===== src/hdl/msps_pkg.sv =====
// Shared types, function codes and sort-key helpers for the Minkowski sum core.
// No dependencies; imported by every module in hdl/.
`default_nettype none

package msps_pkg;

   localparam int CoordW = 16;
   localparam int SumW   = CoordW + 1;
   localparam int KeyW   = 2 * SumW;

   localparam logic [1:0] FuncLoadA   = 2'd0;
   localparam logic [1:0] FuncLoadB   = 2'd1;
   localparam logic [1:0] FuncCompute = 2'd2;

   typedef logic signed [CoordW-1:0] coord_type;
   typedef logic signed [SumW-1:0]   sum_type;
   typedef logic [KeyW-1:0]          key_type;

   typedef struct packed {
      logic load_a;
      logic load_b;
      logic clear;
   } store_ctrl_type;

   // Sign bits flipped so an unsigned compare orders by signed x, then signed y.
   function automatic key_type make_key(sum_type sx, sum_type sy);
      return {~sx[SumW-1], sx[SumW-2:0], ~sy[SumW-1], sy[SumW-2:0]};
   endfunction

   function automatic sum_type key_x(key_type k);
      return {~k[KeyW-1], k[KeyW-2:SumW]};
   endfunction

   function automatic sum_type key_y(key_type k);
      return {~k[SumW-1], k[SumW-2:0]};
   endfunction

endpackage

`default_nettype wire


===== src/hdl/msps_pt_store.sv =====
// Point storage for sets A and B, fill counts and the dropped-point flag.
// Depends on msps_pkg.
`default_nettype none

module msps_pt_store #(
   parameter int MAX_POINTS = 8,
   parameter int IDX_W      = 3,
   parameter int CNT_W      = 4
) (
   input  wire logic                     clock,
   input  wire logic                     reset,
   input  wire msps_pkg::store_ctrl_type ctrl,
   input  wire msps_pkg::coord_type      wr_x,
   input  wire msps_pkg::coord_type      wr_y,
   input  wire logic [IDX_W-1:0]         rd_a_idx,
   input  wire logic [IDX_W-1:0]         rd_b_idx,
   output msps_pkg::coord_type           rd_a_x,
   output msps_pkg::coord_type           rd_a_y,
   output msps_pkg::coord_type           rd_b_x,
   output msps_pkg::coord_type           rd_b_y,
   output logic [CNT_W-1:0]              cnt_a,
   output logic [CNT_W-1:0]              cnt_b,
   output logic                          dropped
);
   import msps_pkg::*;

   coord_type ax_ff [MAX_POINTS];
   coord_type ay_ff [MAX_POINTS];
   coord_type bx_ff [MAX_POINTS];
   coord_type by_ff [MAX_POINTS];

   logic [CNT_W-1:0] cnt_a_ff, cnt_a_in;
   logic [CNT_W-1:0] cnt_b_ff, cnt_b_in;
   logic             dropped_ff, dropped_in;
   logic             a_full, b_full;
   logic             wr_a, wr_b;

   assign a_full = (cnt_a_ff >= CNT_W'(MAX_POINTS));
   assign b_full = (cnt_b_ff >= CNT_W'(MAX_POINTS));
   assign wr_a   = ctrl.load_a && !a_full;
   assign wr_b   = ctrl.load_b && !b_full;

   always_comb begin
      cnt_a_in   = cnt_a_ff;
      cnt_b_in   = cnt_b_ff;
      dropped_in = dropped_ff;
      priority if (ctrl.clear) begin
         cnt_a_in   = '0;
         cnt_b_in   = '0;
         dropped_in = 1'b0;
      end else if (ctrl.load_a) begin
         if (a_full) begin
            dropped_in = 1'b1;
         end else begin
            cnt_a_in = cnt_a_ff + CNT_W'(1);
         end
      end else if (ctrl.load_b) begin
         if (b_full) begin
            dropped_in = 1'b1;
         end else begin
            cnt_b_in = cnt_b_ff + CNT_W'(1);
         end
      end else ;
   end

   always_ff @(posedge clock) begin
      if (reset) begin
         cnt_a_ff   <= '0;
         cnt_b_ff   <= '0;
         dropped_ff <= 1'b0;
      end else begin
         cnt_a_ff   <= cnt_a_in;
         cnt_b_ff   <= cnt_b_in;
         dropped_ff <= dropped_in;
      end
   end

   always_ff @(posedge clock) begin
      if (wr_a) begin
         ax_ff[cnt_a_ff[IDX_W-1:0]] <= wr_x;
         ay_ff[cnt_a_ff[IDX_W-1:0]] <= wr_y;
      end
      if (wr_b) begin
         bx_ff[cnt_b_ff[IDX_W-1:0]] <= wr_x;
         by_ff[cnt_b_ff[IDX_W-1:0]] <= wr_y;
      end
   end

   assign rd_a_x  = ax_ff[rd_a_idx];
   assign rd_a_y  = ay_ff[rd_a_idx];
   assign rd_b_x  = bx_ff[rd_b_idx];
   assign rd_b_y  = by_ff[rd_b_idx];
   assign cnt_a   = cnt_a_ff;
   assign cnt_b   = cnt_b_ff;
   assign dropped = dropped_ff;

endmodule

`default_nettype wire


===== src/hdl/msps_sum_unit.sv =====
// Shared pair adder and key comparator: forms a+b and decides whether it is
// the best candidate above the previous emitted sum. Depends on msps_pkg.
`default_nettype none

module msps_sum_unit (
   input  wire msps_pkg::coord_type a_x,
   input  wire msps_pkg::coord_type a_y,
   input  wire msps_pkg::coord_type b_x,
   input  wire msps_pkg::coord_type b_y,
   input  wire msps_pkg::key_type   prev_key,
   input  wire logic                have_prev,
   input  wire msps_pkg::key_type   best_key,
   input  wire logic                have_best,
   output msps_pkg::key_type        sum_key,
   output logic                     take
);
   import msps_pkg::*;

   sum_type sx, sy;

   assign sx      = sum_type'(a_x) + sum_type'(b_x);
   assign sy      = sum_type'(a_y) + sum_type'(b_y);
   assign sum_key = make_key(sx, sy);
   assign take    = (!have_prev || (sum_key > prev_key)) &&
                    (!have_best || (sum_key < best_key));

endmodule

`default_nettype wire


===== src/hdl/msps_seq.sv =====
// Sequencer: request decode, pair scan counters, candidate registers and
// the result output register. Depends on msps_pkg.
`default_nettype none

module msps_seq #(
   parameter int IDX_W = 3,
   parameter int CNT_W = 4
) (
   input  wire logic                clock,
   input  wire logic                reset,
   input  wire logic                req_valid,
   output logic                     req_ready,
   input  wire logic [1:0]          req_func,
   input  wire logic [CNT_W-1:0]    cnt_a,
   input  wire logic [CNT_W-1:0]    cnt_b,
   input  wire logic                dropped,
   output msps_pkg::store_ctrl_type ctrl,
   output logic [IDX_W-1:0]         a_idx,
   output logic [IDX_W-1:0]         b_idx,
   input  wire msps_pkg::key_type   sum_key,
   input  wire logic                take,
   output msps_pkg::key_type        prev_key,
   output logic                     have_prev,
   output msps_pkg::key_type        best_key,
   output logic                     have_best,
   output logic                     rsp_valid,
   input  wire logic                rsp_ready,
   output msps_pkg::sum_type        rsp_sum_x,
   output msps_pkg::sum_type        rsp_sum_y,
   output logic                     rsp_valid_res,
   output logic                     rsp_last,
   output logic                     rsp_overflow
);
   import msps_pkg::*;

   localparam logic ST_IDLE = 1'b0;
   localparam logic ST_SCAN = 1'b1;

   logic             state_ff, state_in;
   logic [IDX_W-1:0] a_idx_ff, a_idx_in;
   logic [IDX_W-1:0] b_idx_ff, b_idx_in;
   key_type          prev_ff, prev_in;
   key_type          best_ff, best_in;
   logic             have_prev_ff, have_prev_in;
   logic             have_best_ff, have_best_in;

   logic             rsp_valid_ff, rsp_valid_in;
   sum_type          rsp_x_ff, rsp_x_in;
   sum_type          rsp_y_ff, rsp_y_in;
   logic             rsp_vres_ff, rsp_vres_in;
   logic             rsp_last_ff, rsp_last_in;
   logic             rsp_ovf_ff, rsp_ovf_in;

   logic             out_free, accept;
   logic [IDX_W-1:0] last_a, last_b;
   logic             a_wrap, end_pair;
   key_type          best_nx;
   logic             found_nx;

   assign out_free  = !rsp_valid_ff || rsp_ready;
   assign req_ready = (state_ff == ST_IDLE) && out_free;
   assign accept    = req_valid && req_ready;

   assign last_a   = IDX_W'(cnt_a - CNT_W'(1));
   assign last_b   = IDX_W'(cnt_b - CNT_W'(1));
   assign a_wrap   = (a_idx_ff == last_a);
   assign end_pair = a_wrap && (b_idx_ff == last_b);
   assign best_nx  = take ? sum_key : best_ff;
   assign found_nx = have_best_ff || take;

   always_comb begin
      state_in     = state_ff;
      a_idx_in     = a_idx_ff;
      b_idx_in     = b_idx_ff;
      prev_in      = prev_ff;
      best_in      = best_ff;
      have_prev_in = have_prev_ff;
      have_best_in = have_best_ff;
      rsp_valid_in = rsp_valid_ff && !rsp_ready;
      rsp_x_in     = rsp_x_ff;
      rsp_y_in     = rsp_y_ff;
      rsp_vres_in  = rsp_vres_ff;
      rsp_last_in  = rsp_last_ff;
      rsp_ovf_in   = rsp_ovf_ff;
      ctrl         = '0;

      unique case (state_ff)
         ST_IDLE: begin
            if (accept) begin
               unique case (req_func)
                  FuncLoadA: ctrl.load_a = 1'b1;
                  FuncLoadB: ctrl.load_b = 1'b1;
                  FuncCompute: begin
                     if ((cnt_a == '0) || (cnt_b == '0)) begin
                        rsp_valid_in = 1'b1;
                        rsp_x_in     = '0;
                        rsp_y_in     = '0;
                        rsp_vres_in  = 1'b0;
                        rsp_last_in  = 1'b1;
                        rsp_ovf_in   = dropped;
                        ctrl.clear   = 1'b1;
                     end else begin
                        state_in     = ST_SCAN;
                        a_idx_in     = '0;
                        b_idx_in     = '0;
                        have_prev_in = 1'b0;
                        have_best_in = 1'b0;
                     end
                  end
                  default: ;
               endcase
            end
         end
         ST_SCAN: begin
            priority if (!end_pair) begin
               best_in      = best_nx;
               have_best_in = found_nx;
               if (a_wrap) begin
                  a_idx_in = '0;
                  b_idx_in = b_idx_ff + IDX_W'(1);
               end else begin
                  a_idx_in = a_idx_ff + IDX_W'(1);
               end
            end else if (!have_prev_ff) begin
               prev_in      = best_nx;
               have_prev_in = 1'b1;
               have_best_in = 1'b0;
               a_idx_in     = '0;
               b_idx_in     = '0;
            end else if (out_free) begin
               rsp_valid_in = 1'b1;
               rsp_x_in     = key_x(prev_ff);
               rsp_y_in     = key_y(prev_ff);
               rsp_vres_in  = 1'b1;
               rsp_last_in  = !found_nx;
               rsp_ovf_in   = dropped;
               if (found_nx) begin
                  prev_in      = best_nx;
                  have_best_in = 1'b0;
                  a_idx_in     = '0;
                  b_idx_in     = '0;
               end else begin
                  ctrl.clear = 1'b1;
                  state_in   = ST_IDLE;
               end
            end else ;
         end
         default: state_in = ST_IDLE;
      endcase
   end

   always_ff @(posedge clock) begin
      if (reset) begin
         state_ff     <= ST_IDLE;
         rsp_valid_ff <= 1'b0;
         have_prev_ff <= 1'b0;
         have_best_ff <= 1'b0;
         a_idx_ff     <= '0;
         b_idx_ff     <= '0;
      end else begin
         state_ff     <= state_in;
         rsp_valid_ff <= rsp_valid_in;
         have_prev_ff <= have_prev_in;
         have_best_ff <= have_best_in;
         a_idx_ff     <= a_idx_in;
         b_idx_ff     <= b_idx_in;
      end
   end

   always_ff @(posedge clock) begin
      prev_ff     <= prev_in;
      best_ff     <= best_in;
      rsp_x_ff    <= rsp_x_in;
      rsp_y_ff    <= rsp_y_in;
      rsp_vres_ff <= rsp_vres_in;
      rsp_last_ff <= rsp_last_in;
      rsp_ovf_ff  <= rsp_ovf_in;
   end

   assign a_idx         = a_idx_ff;
   assign b_idx         = b_idx_ff;
   assign prev_key      = prev_ff;
   assign have_prev     = have_prev_ff;
   assign best_key      = best_ff;
   assign have_best     = have_best_ff;
   assign rsp_valid     = rsp_valid_ff;
   assign rsp_sum_x     = rsp_x_ff;
   assign rsp_sum_y     = rsp_y_ff;
   assign rsp_valid_res = rsp_vres_ff;
   assign rsp_last      = rsp_last_ff;
   assign rsp_overflow  = rsp_ovf_ff;

endmodule

`default_nettype wire


===== src/hdl/minkowski_sum_point_sets_core.sv =====
// Minkowski sum of two point sets: top level.
// Depends on msps_pkg, msps_pt_store, msps_sum_unit and msps_seq.
//
// Load transactions (func 0 for set A, 1 for set B) give no result; a point
// beyond MAX_POINTS is dropped and sets the overflow flag. A compute
// transaction (func 2) emits the distinct sums a+b in ascending order of x,
// then y, the final one marked rsp_last, and then empties both sets and
// clears the flag. If either set is empty it emits one transaction with
// rsp_valid_res low. Compute finds each result by scanning all
// P = |A|*|B| pairs through one shared adder/comparator, one pair per cycle,
// holding at the end of a scan while the output register is full.
// req_ready is low during a compute and while a result waits in the output
// register.
`default_nettype none

module minkowski_sum_point_sets_core #(
   parameter int MAX_POINTS = 8
) (
   input  wire logic                clock,
   input  wire logic                reset,
   input  wire logic                req_valid,
   output logic                     req_ready,
   input  wire logic [1:0]          req_func,
   input  wire msps_pkg::coord_type req_x,
   input  wire msps_pkg::coord_type req_y,
   output logic                     rsp_valid,
   input  wire logic                rsp_ready,
   output msps_pkg::sum_type        rsp_sum_x,
   output msps_pkg::sum_type        rsp_sum_y,
   output logic                     rsp_valid_res,
   output logic                     rsp_last,
   output logic                     rsp_overflow
);
   import msps_pkg::*;

   localparam int IDX_W = (MAX_POINTS > 1) ? $clog2(MAX_POINTS) : 1;
   localparam int CNT_W = $clog2(MAX_POINTS + 1);

   store_ctrl_type   ctrl;
   logic [IDX_W-1:0] a_idx, b_idx;
   coord_type        a_x, a_y, b_x, b_y;
   logic [CNT_W-1:0] cnt_a, cnt_b;
   logic             dropped;
   key_type          sum_key, prev_key, best_key;
   logic             take, have_prev, have_best;

   msps_pt_store #(
      .MAX_POINTS (MAX_POINTS),
      .IDX_W      (IDX_W),
      .CNT_W      (CNT_W)
   ) u_store (
      .clock    (clock),
      .reset    (reset),
      .ctrl     (ctrl),
      .wr_x     (req_x),
      .wr_y     (req_y),
      .rd_a_idx (a_idx),
      .rd_b_idx (b_idx),
      .rd_a_x   (a_x),
      .rd_a_y   (a_y),
      .rd_b_x   (b_x),
      .rd_b_y   (b_y),
      .cnt_a    (cnt_a),
      .cnt_b    (cnt_b),
      .dropped  (dropped)
   );

   msps_sum_unit u_sum (
      .a_x       (a_x),
      .a_y       (a_y),
      .b_x       (b_x),
      .b_y       (b_y),
      .prev_key  (prev_key),
      .have_prev (have_prev),
      .best_key  (best_key),
      .have_best (have_best),
      .sum_key   (sum_key),
      .take      (take)
   );

   msps_seq #(
      .IDX_W (IDX_W),
      .CNT_W (CNT_W)
   ) u_seq (
      .clock         (clock),
      .reset         (reset),
      .req_valid     (req_valid),
      .req_ready     (req_ready),
      .req_func      (req_func),
      .cnt_a         (cnt_a),
      .cnt_b         (cnt_b),
      .dropped       (dropped),
      .ctrl          (ctrl),
      .a_idx         (a_idx),
      .b_idx         (b_idx),
      .sum_key       (sum_key),
      .take          (take),
      .prev_key      (prev_key),
      .have_prev     (have_prev),
      .best_key      (best_key),
      .have_best     (have_best),
      .rsp_valid     (rsp_valid),
      .rsp_ready     (rsp_ready),
      .rsp_sum_x     (rsp_sum_x),
      .rsp_sum_y     (rsp_sum_y),
      .rsp_valid_res (rsp_valid_res),
      .rsp_last      (rsp_last),
      .rsp_overflow  (rsp_overflow)
   );

endmodule

`default_nettype wire

===== config.mk =====
export PLATFORM = sky130hd
export DESIGN_NAME = minkowski_sum_point_sets_core
export DESIGN_NICKNAME = d
export VERILOG_FILES = /design/src/hdl/msps_pkg.sv /design/src/hdl/msps_pt_store.sv /design/src/hdl/msps_sum_unit.sv /design/src/hdl/msps_seq.sv /design/src/hdl/minkowski_sum_point_sets_core.sv
export SDC_FILE = /design/constraint.sdc
export NUM_CORES = 1
export LEC_CHECK = 0
export ABC_AREA = 1
export BUFFER_PORTS_ARGS = -buffer_cell sky130_fd_sc_hd__buf_2
export CAP_MARGIN = 20
export CORE_UTILIZATION = 60
export DETAILED_ROUTE_END_ITERATION = 8
export PLACE_DENSITY = 0.78
export SLEW_MARGIN = 20
export SYNTH_ARGS = -nofsm -noshare
export SYNTH_HDL_FRONTEND = slang
export SYNTH_SLANG_ARGS = --single-unit

===== constraint.sdc =====
create_clock -name clock -period 7.15 [get_ports clock]
set_clock_uncertainty 0.15 [all_clocks]
set_input_delay 0.3575 -clock clock [delete_from_list [all_inputs] [get_ports clock]]
set_output_delay 0.3575 -clock clock [all_outputs]
set_load 0.01 [all_outputs]

==> flow_metrics.py <==
metrics = {
    "floorplan": {
        "initial_core_util_pct": 61.2,
        "die_w_um": 218,
        "die_h_um": 218,
        "io-pin-count": 77,
        "die_area_um2": 47300,
        "core_region_area_um2": 45600,
        "fp-row-count": 78,
    },
    "sta": {
        "slew_headroom_pct": 46.5,
        "finalHoldViolCount": 0,
        "slew_violations": 0,
        "fmax_mhz": 148,
        "worst_pin_slew_ps": 797,
        "timing.final.crit_share_pct": 94.5,
        "finalCriticalPeriod_ps": 6760,
        "final-setup-viol-count": 0,
        "rsz0062_at_grt": "false",
        "setup_tns_ps": 0,
        "whs_ps": 50.7,
        "worst_slack_ps": 390,
    },
    "logic_synthesis": {
        "synthAdderAreaFrac_pct": 4.86,
        "synthTopCellsByArea": "edfxtp_1, nor2_1, o21ai_0",
        "synth_seq_cells": 642,
        "synth-edff-count": 617,
        "syn-cell-area_um2": 27900,
        "syn_area_per_cell_um2": 11.6,
        "synth_compound_area_share_pct": 9.81,
        "synth.distinct_cells": 43,
        "seq_area_frac_synth_pct": 68.3,
        "synth_ff_type": "edfxtp_1",
        "synth-simple-area-share_pct": 12.0,
        "synth.area.mux_share_pct": 0,
        "yosysTopAreaCellShare_pct": 66.5,
        "synth_top_area_cell": "edfxtp_1",
        "synthCells": 2408,
        "async_flop_share_pct": 0,
        "synth_fp_nets": 2553,
        "yosys.area_share.xor_xnor_pct": 1.10,
        "yosys_warnings": 0,
        "synth_top_family_by_area": "simple AND/OR/NAND/NOR gates",
    },
    "detailed_routing": {
        "finalWirelength_mm": 66.0,
        "drc": 0,
        "drtPass1Iterations": 5,
        "routed_via_density": 6.03,
        "drt-wirelength-per-cell_um": 20.9,
        "postRouteAntennaNets": 0,
        "num_vias": 19049,
        "drt_iter0_markers": 2218,
    },
    "placed_design": {
        "hpwl_mm": 38.2,
        "place_congestion": 0.911,
        "dpl-instance-area_um2": 29000,
        "pre_cts_ws_ps": 680,
        "portBuffers": 76,
    },
    "cells_and_area": {
        "n_fill_cell": 3056,
        "finalNetCount": 2657,
        "layout_common_cells": "edfxtp_1, nor2_1, o21ai_0",
        "area_growth_pct": 12.5,
        "drive_gt1_share_pct": 9.89,
        "finalInstanceArea_um2": 31300,
        "final_common_cell": "edfxtp_1",
    },
    "grt": {
        "grt_pass1_vias": 18652,
        "grt-ovfl-total": 0,
        "grt_max_degree": 129,
        "grt_pass1_wl_mm": 101,
        "track_usage_pct": 28.0,
        "antenna_found_initial": 1,
    },
    "setup_path": {
        "cp-start-kind": "flop",
        "cp-end-kind": "flop",
        "cp.arrival_ps": 7080,
        "path_class": "flop to flop",
        "cp_data_required_time_ps": 7470,
        "crit_fanout": 35,
        "crit_slowest_cell": "dfxtp_4",
        "cp_common_cell": "nand2_1",
        "critPathMaxStageDelay_ps": 620,
    },
    "power": {
        "vdd_drop_max_mv": 0.187,
        "p_total_w": 0.00786,
        "power_density_nw_per_um2": 251,
        "leakage_nw": 11.8,
    },
    "job": {
        "cap_violations": 0,
    },
    "clock_network": {
        "htreeDepth": 2,
        "clkTransAtPathRegs_ps": 70,
        "clkSinkCount": 642,
        "cts_made_buffers": 60,
        "cts_buffer_depth": 3,
        "cts_setup_buffers": 0,
        "cts_tree": "done",
        "clk_latency_ps": 620,
        "clock-root-buffer": "clkbuf_16",
    },
    "hold_path": {
        "hp-class": "input port to flop",
    },
    "run_status": {
        "status": "complete, no violations",
    },
}
-- final cells by class --
cell class / count / area, um^2 / area share [%]
timing repair buffer: 152 / 1070 / 3.42
clock inverter: 42 / 413 / 1.32
inverter: 176 / 663 / 2.12
multi-input combinational: 1480 / 7850 / 25.0
tap: 600 / 751 / 2.39
clock buffer: 67 / 1560 / 4.97
sequential: 642 / 19000 / 60.7
antenna: 2 / 5.00 / 0.0160
-- where the power goes --
group	switching, W	total, W	internal [W]
clock network	0.00138	0.00320	0.00182
logic	0.000328	0.000495	0.000167
registers	0.00000815	0.00416	0.00416
-- final timing paths --
| path | start | endpoint | slack [ps] | cells past startpoint |
|---|---|---|---|---|
| setup / recovery | flop | u_seq.prev_key[12]$_DFFE_PP_ | 390 | 29 |
| hold / removal | req_func[0] | u_store.cnt_a[2]$_SDFFE_PP0P_ | 50 | 6 |
| setup reg to reg | flop | u_seq.prev_key[12]$_DFFE_PP_ | 390 | 29 |
| hold reg to reg | u_store.dropped$_SDFFE_PP0P_ | u_seq.rsp_overflow$_DFFE_PP_ | 330 | 0 |
-- flip-flops by register name, indices dropped and copies added, names as in the netlist, 3 cells and up, named ones only --
register and cells:
u_seq.prev_key 34, u_store.ay_ff 128, u_store.cnt_b 4, u_seq.b_idx 3, u_store.cnt_a 4, u_store.ax_ff 128, u_seq.best_key 34, u_store.bx_ff 128
u_seq.a_idx 3, u_store.by_ff 128, u_seq.rsp_sum_x 17, u_seq.rsp_sum_y 17
-- critical path, delay by kind of cell (launching register included) --
family / cells / cell delay, ps
AOI/OAI and AO/OA: 7 / 1340
buffers and inverters: 2 / 570
xor gates and xnor gates: 1 / 340
adders and majority gates: 2 / 640
and+or+nand+nor: 17 / 2930
DFF: 1 / 620
-- synth_stat cells (all sizes together), types with 19 or more instances --
cell / instances
nand3: 57
clkbuf: 91
xor2: 24
edfxtp: 617
o21ai: 273
o22ai: 64
dfxtp: 25
ha: 105
a31oi: 66
buf: 19
nand2: 235
a21oi: 65
inv: 174
nor3: 20
nor2: 510
-- metal layers --
metal / track usage [%] / up-vias / routed length, um
met2: 46.0 / 1057 / 31600
met1: 37.5 / 9126 / 26100
met3: 4.35 / 147 / 6260
li1: - / 8719 / -
met4: 11.1 / 0 / 2050
met5: 0 / - / 0
-- through the flow --
stage | instances | util [%]
2_1_floorplan | 2408 | -
3_3_place_gp | 3016 | 63.7
3_5_place_dp | 3016 | 63.7
4_1_cts | 3158 | 68.7
5_1_grt | 3160 | 68.8
6_report | 3161 | 68.8
-- logic make-up after synthesis --
family                     count (synthesis)
AOI/OAI and AO/OA                        497
xor gates and xnor gates                  35
adders and majority gates                107
buffers and inverters                    286
DFF                                      642
and+or+nand+nor                          841
-- timing repair --
| item | 4_1_cts | 5_1_grt |
|---|---|---|
| hold endpoints to repair | 521 | 0 |
| gates resized for setup | 0 | 0 |
| hold buffers | 33 | 0 |
(Power assumes the default switching activity.)
